File: src/rtl/gac_div.sv
// ----------------------------------------------------------------------------
// gac_div: iterative restoring divider
// Produces one quotient bit per cycle, most significant bit first.
// ----------------------------------------------------------------------------
module gac_div #(
	parameter int unsigned NUM_W = 48,
	parameter int unsigned DEN_W = 29
) (
	input  logic             clk,
	input  logic             arst_n,
	input  logic             start,
	input  logic [NUM_W-1:0] num,
	input  logic [DEN_W-1:0] den,
	output logic             done,
	output logic [NUM_W-1:0] quo
);

	localparam int unsigned CNT_W = $clog2(NUM_W + 1);

	logic [CNT_W-1:0] cnt_q;
	logic busy_q;
	logic [DEN_W:0] rem_q;
	logic [DEN_W-1:0] den_q;
	logic [DEN_W+1:0] trial_c;
	logic [DEN_W:0] shifted_c;

	assign shifted_c = {rem_q[DEN_W-1:0], quo[NUM_W-1]};
	assign trial_c   = {1'b0, shifted_c} - {2'b00, den_q};

	always_ff @(posedge clk or negedge arst_n) begin
		if (!arst_n) begin
			busy_q <= 1'b0;
			done   <= 1'b0;
			cnt_q  <= '0;
		end else begin
			done <= 1'b0;
			if (start) begin
				busy_q <= 1'b1;
				cnt_q  <= '0;
			end else if (busy_q) begin
				cnt_q <= cnt_q + 1'b1;
				if (cnt_q == CNT_W'(NUM_W - 1)) begin
					busy_q <= 1'b0;
					done   <= 1'b1;
				end
			end
		end
	end

	always_ff @(posedge clk) begin
		if (start) begin
			rem_q <= '0;
			quo   <= num;
			den_q <= den;
		end else if (busy_q) begin
			if (!trial_c[DEN_W+1]) begin
				rem_q <= trial_c[DEN_W:0];
				quo   <= {quo[NUM_W-2:0], 1'b1};
			end else begin
				rem_q <= shifted_c;
				quo   <= {quo[NUM_W-2:0], 1'b0};
			end
		end
	end

endmodule
File: config.mk
export PLATFORM = sky130hd
export DESIGN_NAME = gac_div
export DESIGN_NICKNAME = d
export VERILOG_FILES = /design/src/rtl/gac_div.sv
export SDC_FILE = /design/constraint.sdc
export NUM_CORES = 1
export LEC_CHECK = 0
export CORE_UTILIZATION = 50
export DETAILED_ROUTE_END_ITERATION = 16
export DONT_BUFFER_PORTS = 1
export PLACE_DENSITY = 0.7
export SLEW_MARGIN = 20
export SYNTH_ARGS = -nofsm -noshare
export SYNTH_HDL_FRONTEND = slang
export SYNTH_SLANG_ARGS = --single-unit
File: constraint.sdc
create_clock -name clk -period 5.85 [get_ports clk]
set_clock_uncertainty 0.1 [all_clocks]
set_input_delay 1.17 -clock clk [delete_from_list [all_inputs] [get_ports clk]]
set_output_delay 1.17 -clock clk [all_outputs]
set_load 0.005 [all_outputs]
After elaboration in Yosys (flattened, before gate mapping)
Index checks and enable logic that the tools add are counted.
- bits in registers: 114
- bits in latches: 0
- RAM bits: 0
- memory bits (read-only): 0
- bits of input ports: 80
- output and inout port bits: 49
- logic and storage cells: 22
- memories: 0
- add/subtract/negate cells: 2
- $mul: 0
- divide/modulo/power cells: 0
- $lt $le $gt $ge: 0
- eq/ne operators: 1
- shift-type cells: 0
- muxes and demuxes: 12
- bitwise gates (word level): 0
- reduce and logical (&&, ||, !) cells: 1
- operator list (cell ; count):
    2-to-1 mux 48 bit ; 2
    subtractor 30 x 29 -> 31 bit ; 1
    2-to-1 mux 29 bit ; 1
    2-to-1 mux 6 bit ; 2
    2-to-1 mux 1 bit ; 7
    adder 6 x 1 -> 6 bit, second input constant ; 1
    equality test 6 bit, second input constant ; 1
    nonzero test 2 bit ; 1

Logic depth before layout (Yosys ltp)
Gate-level depths: netlist (run 1).
- depth after elaboration: 4
- mapped depth: 12
- depth with buffers taken out: 11

Worst setup path before layout (run 1)
OpenSTA, ideal clock, no wires.
- path type: input -> register
- from: input port start
- to: register quo[0], enable pin
- setup time: 0.402 ns
- data arrival time: 2.703 ns
- required time: 5.348 ns
- slack: 2.645 ns
- cell stages on the path: 4
- buffers on the path: 2
- cells stage by stage: clkbuf_1 clkbuf_1 nor2_1 inv_1
- word-level cells in the longest chain between the ends: 1
- ends and longest elaborated chain (what ; line ; text):
    start: declaration ; 11 ; input logic start,
    nonzero test 2 bit (no source line) ; - ;
    end signal: assignment ; 53 ; quo <= num;
    end signal: assignment ; 58 ; quo <= {quo[NUM_W-2:0], 1'b1};
    end signal: assignment ; 61 ; quo <= {quo[NUM_W-2:0], 1'b0};
    end: declaration ; 15 ; output logic [NUM_W-1:0] quo
Every way passes these cells.
A chain may end at the register's enable or synchronous reset.

Worst setup path in the final report (run 1)
- from: register quo[47]
- to: register rem_q[26]
- word-level cells in the longest chain between the ends: 2
- ends and longest elaborated chain (what ; line ; text):
    subtractor 30 x 29 -> 31 bit ; 28 ; assign trial_c = {1'b0, shifted_c} - {2'b00, den_q};
    2-to-1 mux 29 bit ; 56 ; if (!trial_c[DEN_W+1]) begin
    end signal: assignment ; 57 ; rem_q <= trial_c[DEN_W:0];
    end signal: assignment ; 60 ; rem_q <= shifted_c;
    end: declaration ; 22 ; logic [DEN_W:0] rem_q;
Every way passes these cells.

==> run metrics, run 1 <==
worst slack, placed=2.26 ns; fmax=275 MHz; global-route wire length before repair=21700 um; post-CTS setup buffers=0; CTS Buf Count=17; crit path capture type=flip-flop; P_leak=2.77 nW; drt first pass iters=5; unrepaired setup endpoints after global routing=no; setup TNS=0 ns; HP Class=input pin to asynchronous set/reset pin; Cell variety after synth=64; Final setup viols=0; Mapped Cells=576; Rel. slew slack=0.524; Iter 0 DRT Violations=234; FF+latch count, synth=114; IO buf count=0; Pins Over Slew Limit=0; worst reg2reg endpoint=rem_q[26]$_SDFFE_PP0P_; count leader, synth=edfxtp_1; die area=13000 sq um; CP peak stage delay=0.48 ns; Clock Latency Late Sink=0.41 ns; vias in the first global route=4417; Final Wtd Congestion=0.851; worst setup margin=2.22 ns; maxcap violations=0; Critical Path Source Type=flip-flop; drt wl/cell=17.8 um; R2R depth=11; Synth top cells by count=edfxtp_1, mux2_2, nor2_1; period utilization=0.621; Initial Utilization=0.518; cell accounting for the most synthesized area=edfxtp_1; Total GRT Usage=0.217; EDFF count, synth=77; post-synthesis sequential area ratio=0.491; Inserted Diodes=0; Synth warnings=0; Crit path required time=6.07 ns; fraction of layout cells with a size suffix above 1=0.172; Multi-input gate area=2940 sq um; Core Region=12200 sq um; R2R setup slack=2.22 ns; Overflow after GRT=0; final hold vios=0; Vias/cell=5.83; via count=4377; Bufs on Longest Clock Path=2; fillers=982; P&R area growth vs syn=12.0%; clock root buffer=clkbuf_16; Synth Cell Area=6300 sq um; dpl hpwl=8900 um; drt drc=0; Tightest Pin Transition=0.713 ns; CTS tree=yes; CTS resizes=0; Routed Antenna Nets=0; status=finished, final reports clean; syn avg cell area=10.9 sq um; crit path kind=flip-flop to flip-flop; critical path's slowest cell=or3_1; Die Height=114 um; Max VDD drop=0.000198 V; FF-to-FF Start=quo[47]$_DFFE_PP_; cells along the critical path=inv_1 > ha_1 > fa_1 > and2b_1 > o2111ai_2 > a211oi_2 > o211ai_2 > o2111ai_1 > nand2_2 > or3_1 > a311oi_1; row cnt=40; Storage cell area=3090 sq um; Layout Nets=681; syn nets=687; Synth async-reset ratio=0.0702; PD cells=319 nW/um^2; initial antenna violation count=0; most used flip-flop cell after synthesis=edfxtp_1; WL final=13400 um; Clock Sinks=114; Clock transition at path regs=0.06 ns; Yosys top cell area share=0.367; Tmin final=3.63 ns; largest net degree at the start of global routing=120; Data arrival, critical path=3.85 ns; cts hold-fix bufs=0; Crit Path Max Fanout=26; I/O Pins=129; DIE WIDTH=114 um; htree depth=4; Area contributors post-synth=edfxtp_1, dfxtp_1, mux2_2
[registers in the layout (all words and copies together), names as in the netlist]
| register | count |
|---|---|
| quo | 48 |
| den_q | 29 |
| rem_q | 29 |
| cnt_q | 6 |
| busy_q | 1 |
| done | 1 |
[cell usage in the layout (no fill, tap or decap), drive strengths merged, types with 7 or more instances in the layout]
cell type | netlist | routed
nand3 | 14 | 14
nor2 | 49 | 49
inv | 38 | 39
o21ai | 20 | 20
clkbuf | 20 | 20
nand4 | 7 | 7
mux2 | 50 | 50
xor2 | 10 | 10
dfrtp | 8 | 8
dfxtp | 29 | 29
xnor2 | 15 | 15
edfxtp | 77 | 77
nand2b | 11 | 11
nand2 | 47 | 47
a311oi | 19 | 19
a211oi | 7 | 7
a21o | 11 | 11
a21oi | 28 | 28
ha | 30 | 30
[logic make-up (layout without fill, tap and decap cells)]
logic type,count (synthesis),count (layout),synth area share
xor gates and xnor gates,25,25,0.0348
DFF,114,114,0.491
and+or+nand+nor,157,157,0.119
AOI/OAI and AO/OA,131,131,0.157
adders and majority gates,31,31,0.0628
buffers and inverters,65,72,0.0417
muxes,53,53,0.0942
[power by group]
part           switching, mW  internal, mW  leakage [nW]
logic                 0.0692        0.0720          1.33
clock network          0.376         0.769         0.309
registers             0.0377         0.925          1.13
[worst max path at each step]
| stage | endpoint | slack [ns] | depth (start not counted) | start |
|---|---|---|---|---|
| 6_report | rem_q[26]$_SDFFE_PP0P_ | 2.22 | 11 | quo[47]$_DFFE_PP_ |
| 5_1_grt | rem_q[26]$_SDFFE_PP0P_ | 1.94 | 11 | quo[47]$_DFFE_PP_ |
| 4_1_cts | rem_q[26]$_SDFFE_PP0P_ | 2.21 | 11 | quo[47]$_DFFE_PP_ |
| 3_5_place_dp | rem_q[26]$_SDFFE_PP0P_ | 2.26 | 11 | quo[47]$_DFFE_PP_ |
| 3_3_place_gp | rem_q[25]$_SDFFE_PP0P_ | 2.40 | 11 | quo[47]$_DFFE_PP_ |
| 2_1_floorplan | quo[0]$_DFFE_PP_ | 2.64 | 4 | start |
[critical path, delay by kind of cell (launching register included)]
family / cells / cell delay [ns]
AOI/OAI and AO/OA: 5 / 1.20
and+or+nand+nor: 3 / 1.14
adders and majority gates: 2 / 0.62
DFF: 1 / 0.41
buffers and inverters: 1 / 0.06
[per-layer routing]
| layer | vias to the layer above | global-route usage | part of all wire |
|---|---|---|---|
| li1 | 2121 | - | - |
| met1 | 2059 | 0.263 | 0.42 |
| met2 | 187 | 0.339 | 0.46 |
| met3 | 10 | 0.103 | 0.11 |
| met4 | 0 | 0.0727 | 0.0078 |
| met5 | - | 0 | 0 |
[metrics by stage]
stage | cells | power (mW) | utilization | instance area, sq um | hold WS [ns]
2_1_floorplan | 576 | 1.09 | - | 6300 | 0.364
3_3_place_gp | 719 | 1.12 | 0.527 | 6400 | 0.373
6_report | 751 | 2.25 | 0.580 | 7060 | 0.345
5_1_grt | 751 | 2.32 | 0.580 | 7060 | 0.323
4_1_cts | 751 | 2.27 | 0.580 | 7060 | 0.327
3_5_place_dp | 719 | 1.12 | 0.527 | 6400 | 0.378
[layout make-up]
class / count / share of cell area
clock buffers: 20 / 0.0633
clock inverters: 12 / 0.0289
inverters: 38 / 0.0202
multi-input cells: 397 / 0.417
flip-flops and latches: 114 / 0.439
well taps: 168 / 0.0298
repair buffers: 2 / 0.00213
No activity file was read; power rests on OpenSTA's default activity.
==> inputs of run 2 (changes only) <==
==> constraint.sdc (replaced) <==
create_clock -name clk -period 3.5 [get_ports clk]
set_clock_uncertainty 0.1 [all_clocks]
set_input_delay 0.7 -clock clk [delete_from_list [all_inputs] [get_ports clk]]
set_output_delay 0.7 -clock clk [all_outputs]
set_load 0.005 [all_outputs]
==> run 2 against run 1 <==
  * Clock power up 43%
  * Register-to-register slack lost 1.9 ns
  * Global-route usage grew 0.48 points
  * Largest cell class unchanged
==> run metrics, run 2 (synthesis gave the netlist of run 1 again) <==
status=finished, final reports clean; switching share of power=0.242 (+0.0273); Final setup viols=0 (unchanged); Critical Path Source Type=flip-flop; final hold vios=0 (unchanged); Overflow after GRT=0 (unchanged); cell-internal power=2.65 mW (+50%); Routed Antenna Nets=0 (unchanged); combinational power share=0.069 (+0.006); Tightest Pin Transition=0.749 ns (+0.0357 ns); Pins Over Slew Limit=0 (unchanged); Layout Nets=690 (+1.3%); Total GRT Usage=0.222 (+0.00480); fmax=317 MHz (+15%); I/O Pins=129 (unchanged); Die Height=114 um (unchanged); Bufs on Longest Clock Path=2 (unchanged); commonest non-fill, non-tap cells in the layout=edfxtp_1, mux2_2, nor2_1; DIE WIDTH=114 um (unchanged); Core Region=12200 sq um (unchanged); PD cells=495 nW/um^2 (+55%); Clk pwr share=0.470 (-0.039); Rel. slew slack=0.498 (-0.0269); P_leak=2.78 nW (+0.30%); Data arrival, critical path=3.38 ns (-0.47 ns); Clock transition at path regs=0.06 ns (about the same); Clock Latency Late Sink=0.42 ns (about the same); clock root buffer=clkbuf_16; Tmin final=3.16 ns (-0.477 ns); IO buf count=0 (unchanged); crit path capture type=flip-flop; crit path kind=flip-flop to flip-flop; Flop pwr share=0.460 (+0.032); CTS Buf Count=17 (unchanged); Crit Path Max Fanout=4 (-85%); P&R area growth vs syn=12.0% (about the same); Max VDD drop=0.000377 V (+91%); via count=4428 (+1.2%); vias in the first global route=4501 (+1.9%); largest net degree at the start of global routing=120 (unchanged); Final Wtd Congestion=0.842 (-1.0%); initial antenna violation count=1 (+1); Iter 0 DRT Violations=242 (+3.4%); die area=13000 sq um (unchanged); fraction of layout cells with a size suffix above 1=0.189 (+0.0177); drt first pass iters=4 (-1); WL final=13700 um (+2.6%); period utilization=0.902 (+0.281); global-route wire length before repair=22300 um (+2.9%); Vias/cell=5.82 (-0.16%); drt drc=0 (unchanged); P_sw=0.846 mW (+75%); worst slack, placed=0.162 ns (-2.10 ns); row cnt=40 (unchanged); HP Class=input pin to flip-flop; unrepaired setup endpoints after global routing=no; worst setup margin=0.345 ns (-1.87 ns); leading cell type in the layout, fill and taps excluded=edfxtp_1; Crit path required time=3.72 ns (-2.35 ns); Reg with most FFs=quo; max reg flops=48 (unchanged); Clock Sinks=114 (unchanged); dpl hpwl=9300 um (+4.5%); Initial Utilization=0.518 (unchanged); Largest regs=quo (48), den_q (29), rem_q (29); maxcap violations=0 (unchanged); htree depth=4 (unchanged); drt wl/cell=18.0 um (+1.2%); CTS tree=yes; setup TNS=0 ns (unchanged)
==> run 2: cell count changes in the layout (fill, tap and decap cells not counted), moves of 2 or more <==
cell        change
buf_4           +8
bufinv_16       -4
clkinv_2        +4
clkbuf_1        -2
clkinvlp_4      +2
==> run 2: worst paths after layout <==
path | to | slack [ns] | cells past startpoint | startpoint
worst min-delay path | den_q[6]$_DFFE_PP_ | 0.28 | 0 | den[6]
worst max register to register | rem_q[26]$_SDFFE_PP0P_ | 0.34 | 11 | quo[47]$_DFFE_PP_
max in group asynchronous | busy_q$_DFF_PN0_ | 2.50 | 1 | arst_n
worst max-delay path | rem_q[26]$_SDFFE_PP0P_ | 0.34 | 11 | quo[47]$_DFFE_PP_
worst min register to register | rem_q[1]$_SDFFE_PP0P_ | 0.40 | 2 | rem_q[1]$_SDFFE_PP0P_
min in group asynchronous | done$_DFF_PN0_ | 0.52 | 1 | arst_n
==> run 2: area by class of cell <==
type / count / area [sq um]
sequential: 114 / 3090
clock buffer: 17 / 425
multi-input combinational: 397 / 2960
antenna: 1 / 2.50
timing repair buffer: 11 / 85.1
clock inverter: 15 / 135
tap: 168 / 210
inverter: 38 / 143
fill: 1028 / 5110
==> run 2: per-layer routing <==
metal / up-vias / GRT usage / share of wire
met5: - / 0 / 0
met4: 0 / 0.0805 / 0.016
li1: 2143 / - / -
met1: 2098 / 0.266 / 0.41
met2: 167 / 0.357 / 0.48
met3: 20 / 0.0921 / 0.087
==> run 2: critical path: stages, from the launching register on <==
cell and delay, ns:
edfxtp_1 0.34, inv_1 0.04, ha_1 0.22, fa_1 0.40, and2b_1 0.24, o2111ai_2 0.15
a211oi_4 0.30, o211ai_2 0.18, o21ai_0 0.39, a211oi_1 0.16, or3_1 0.33, a311oi_1 0.21
==> run 2: metrics by stage <==
| stage | total power, mW | cell area, sq um | cells | util | hold slack (ns) |
|---|---|---|---|---|---|
| 2_1_floorplan | 1.82 | 6300 | 576 | - | 0.304 |
| 3_3_place_gp | 1.87 | 6430 | 723 | 0.529 | 0.305 |
| 3_5_place_dp | 1.87 | 6430 | 723 | 0.529 | 0.305 |
| 4_1_cts | 3.53 | 7010 | 756 | 0.576 | 0.236 |
| 5_1_grt | 3.62 | 7050 | 760 | 0.580 | 0.259 |
| 6_report | 3.49 | 7050 | 761 | 0.580 | 0.276 |
==> run 2: timing repair <==
action                                  4_1_cts  5_1_grt
hold buffers                                  1        0
gates resized for setup                       0        2
buffers inserted                              0        4
endpoints found under the hold margin         8        0
endpoints found under the setup margin        0       13
==> run 2: power by group through the flow <==
stage / combinational (mW) / sequential (mW) / clock [mW]
floorplan: 0.211 / 1.61 / 0
global placement: 0.232 / 1.63 / 0
detailed placement: 0.239 / 1.63 / 0
CTS: 0.241 / 1.61 / 1.68
global route: 0.268 / 1.62 / 1.73
finish: 0.242 / 1.61 / 1.64
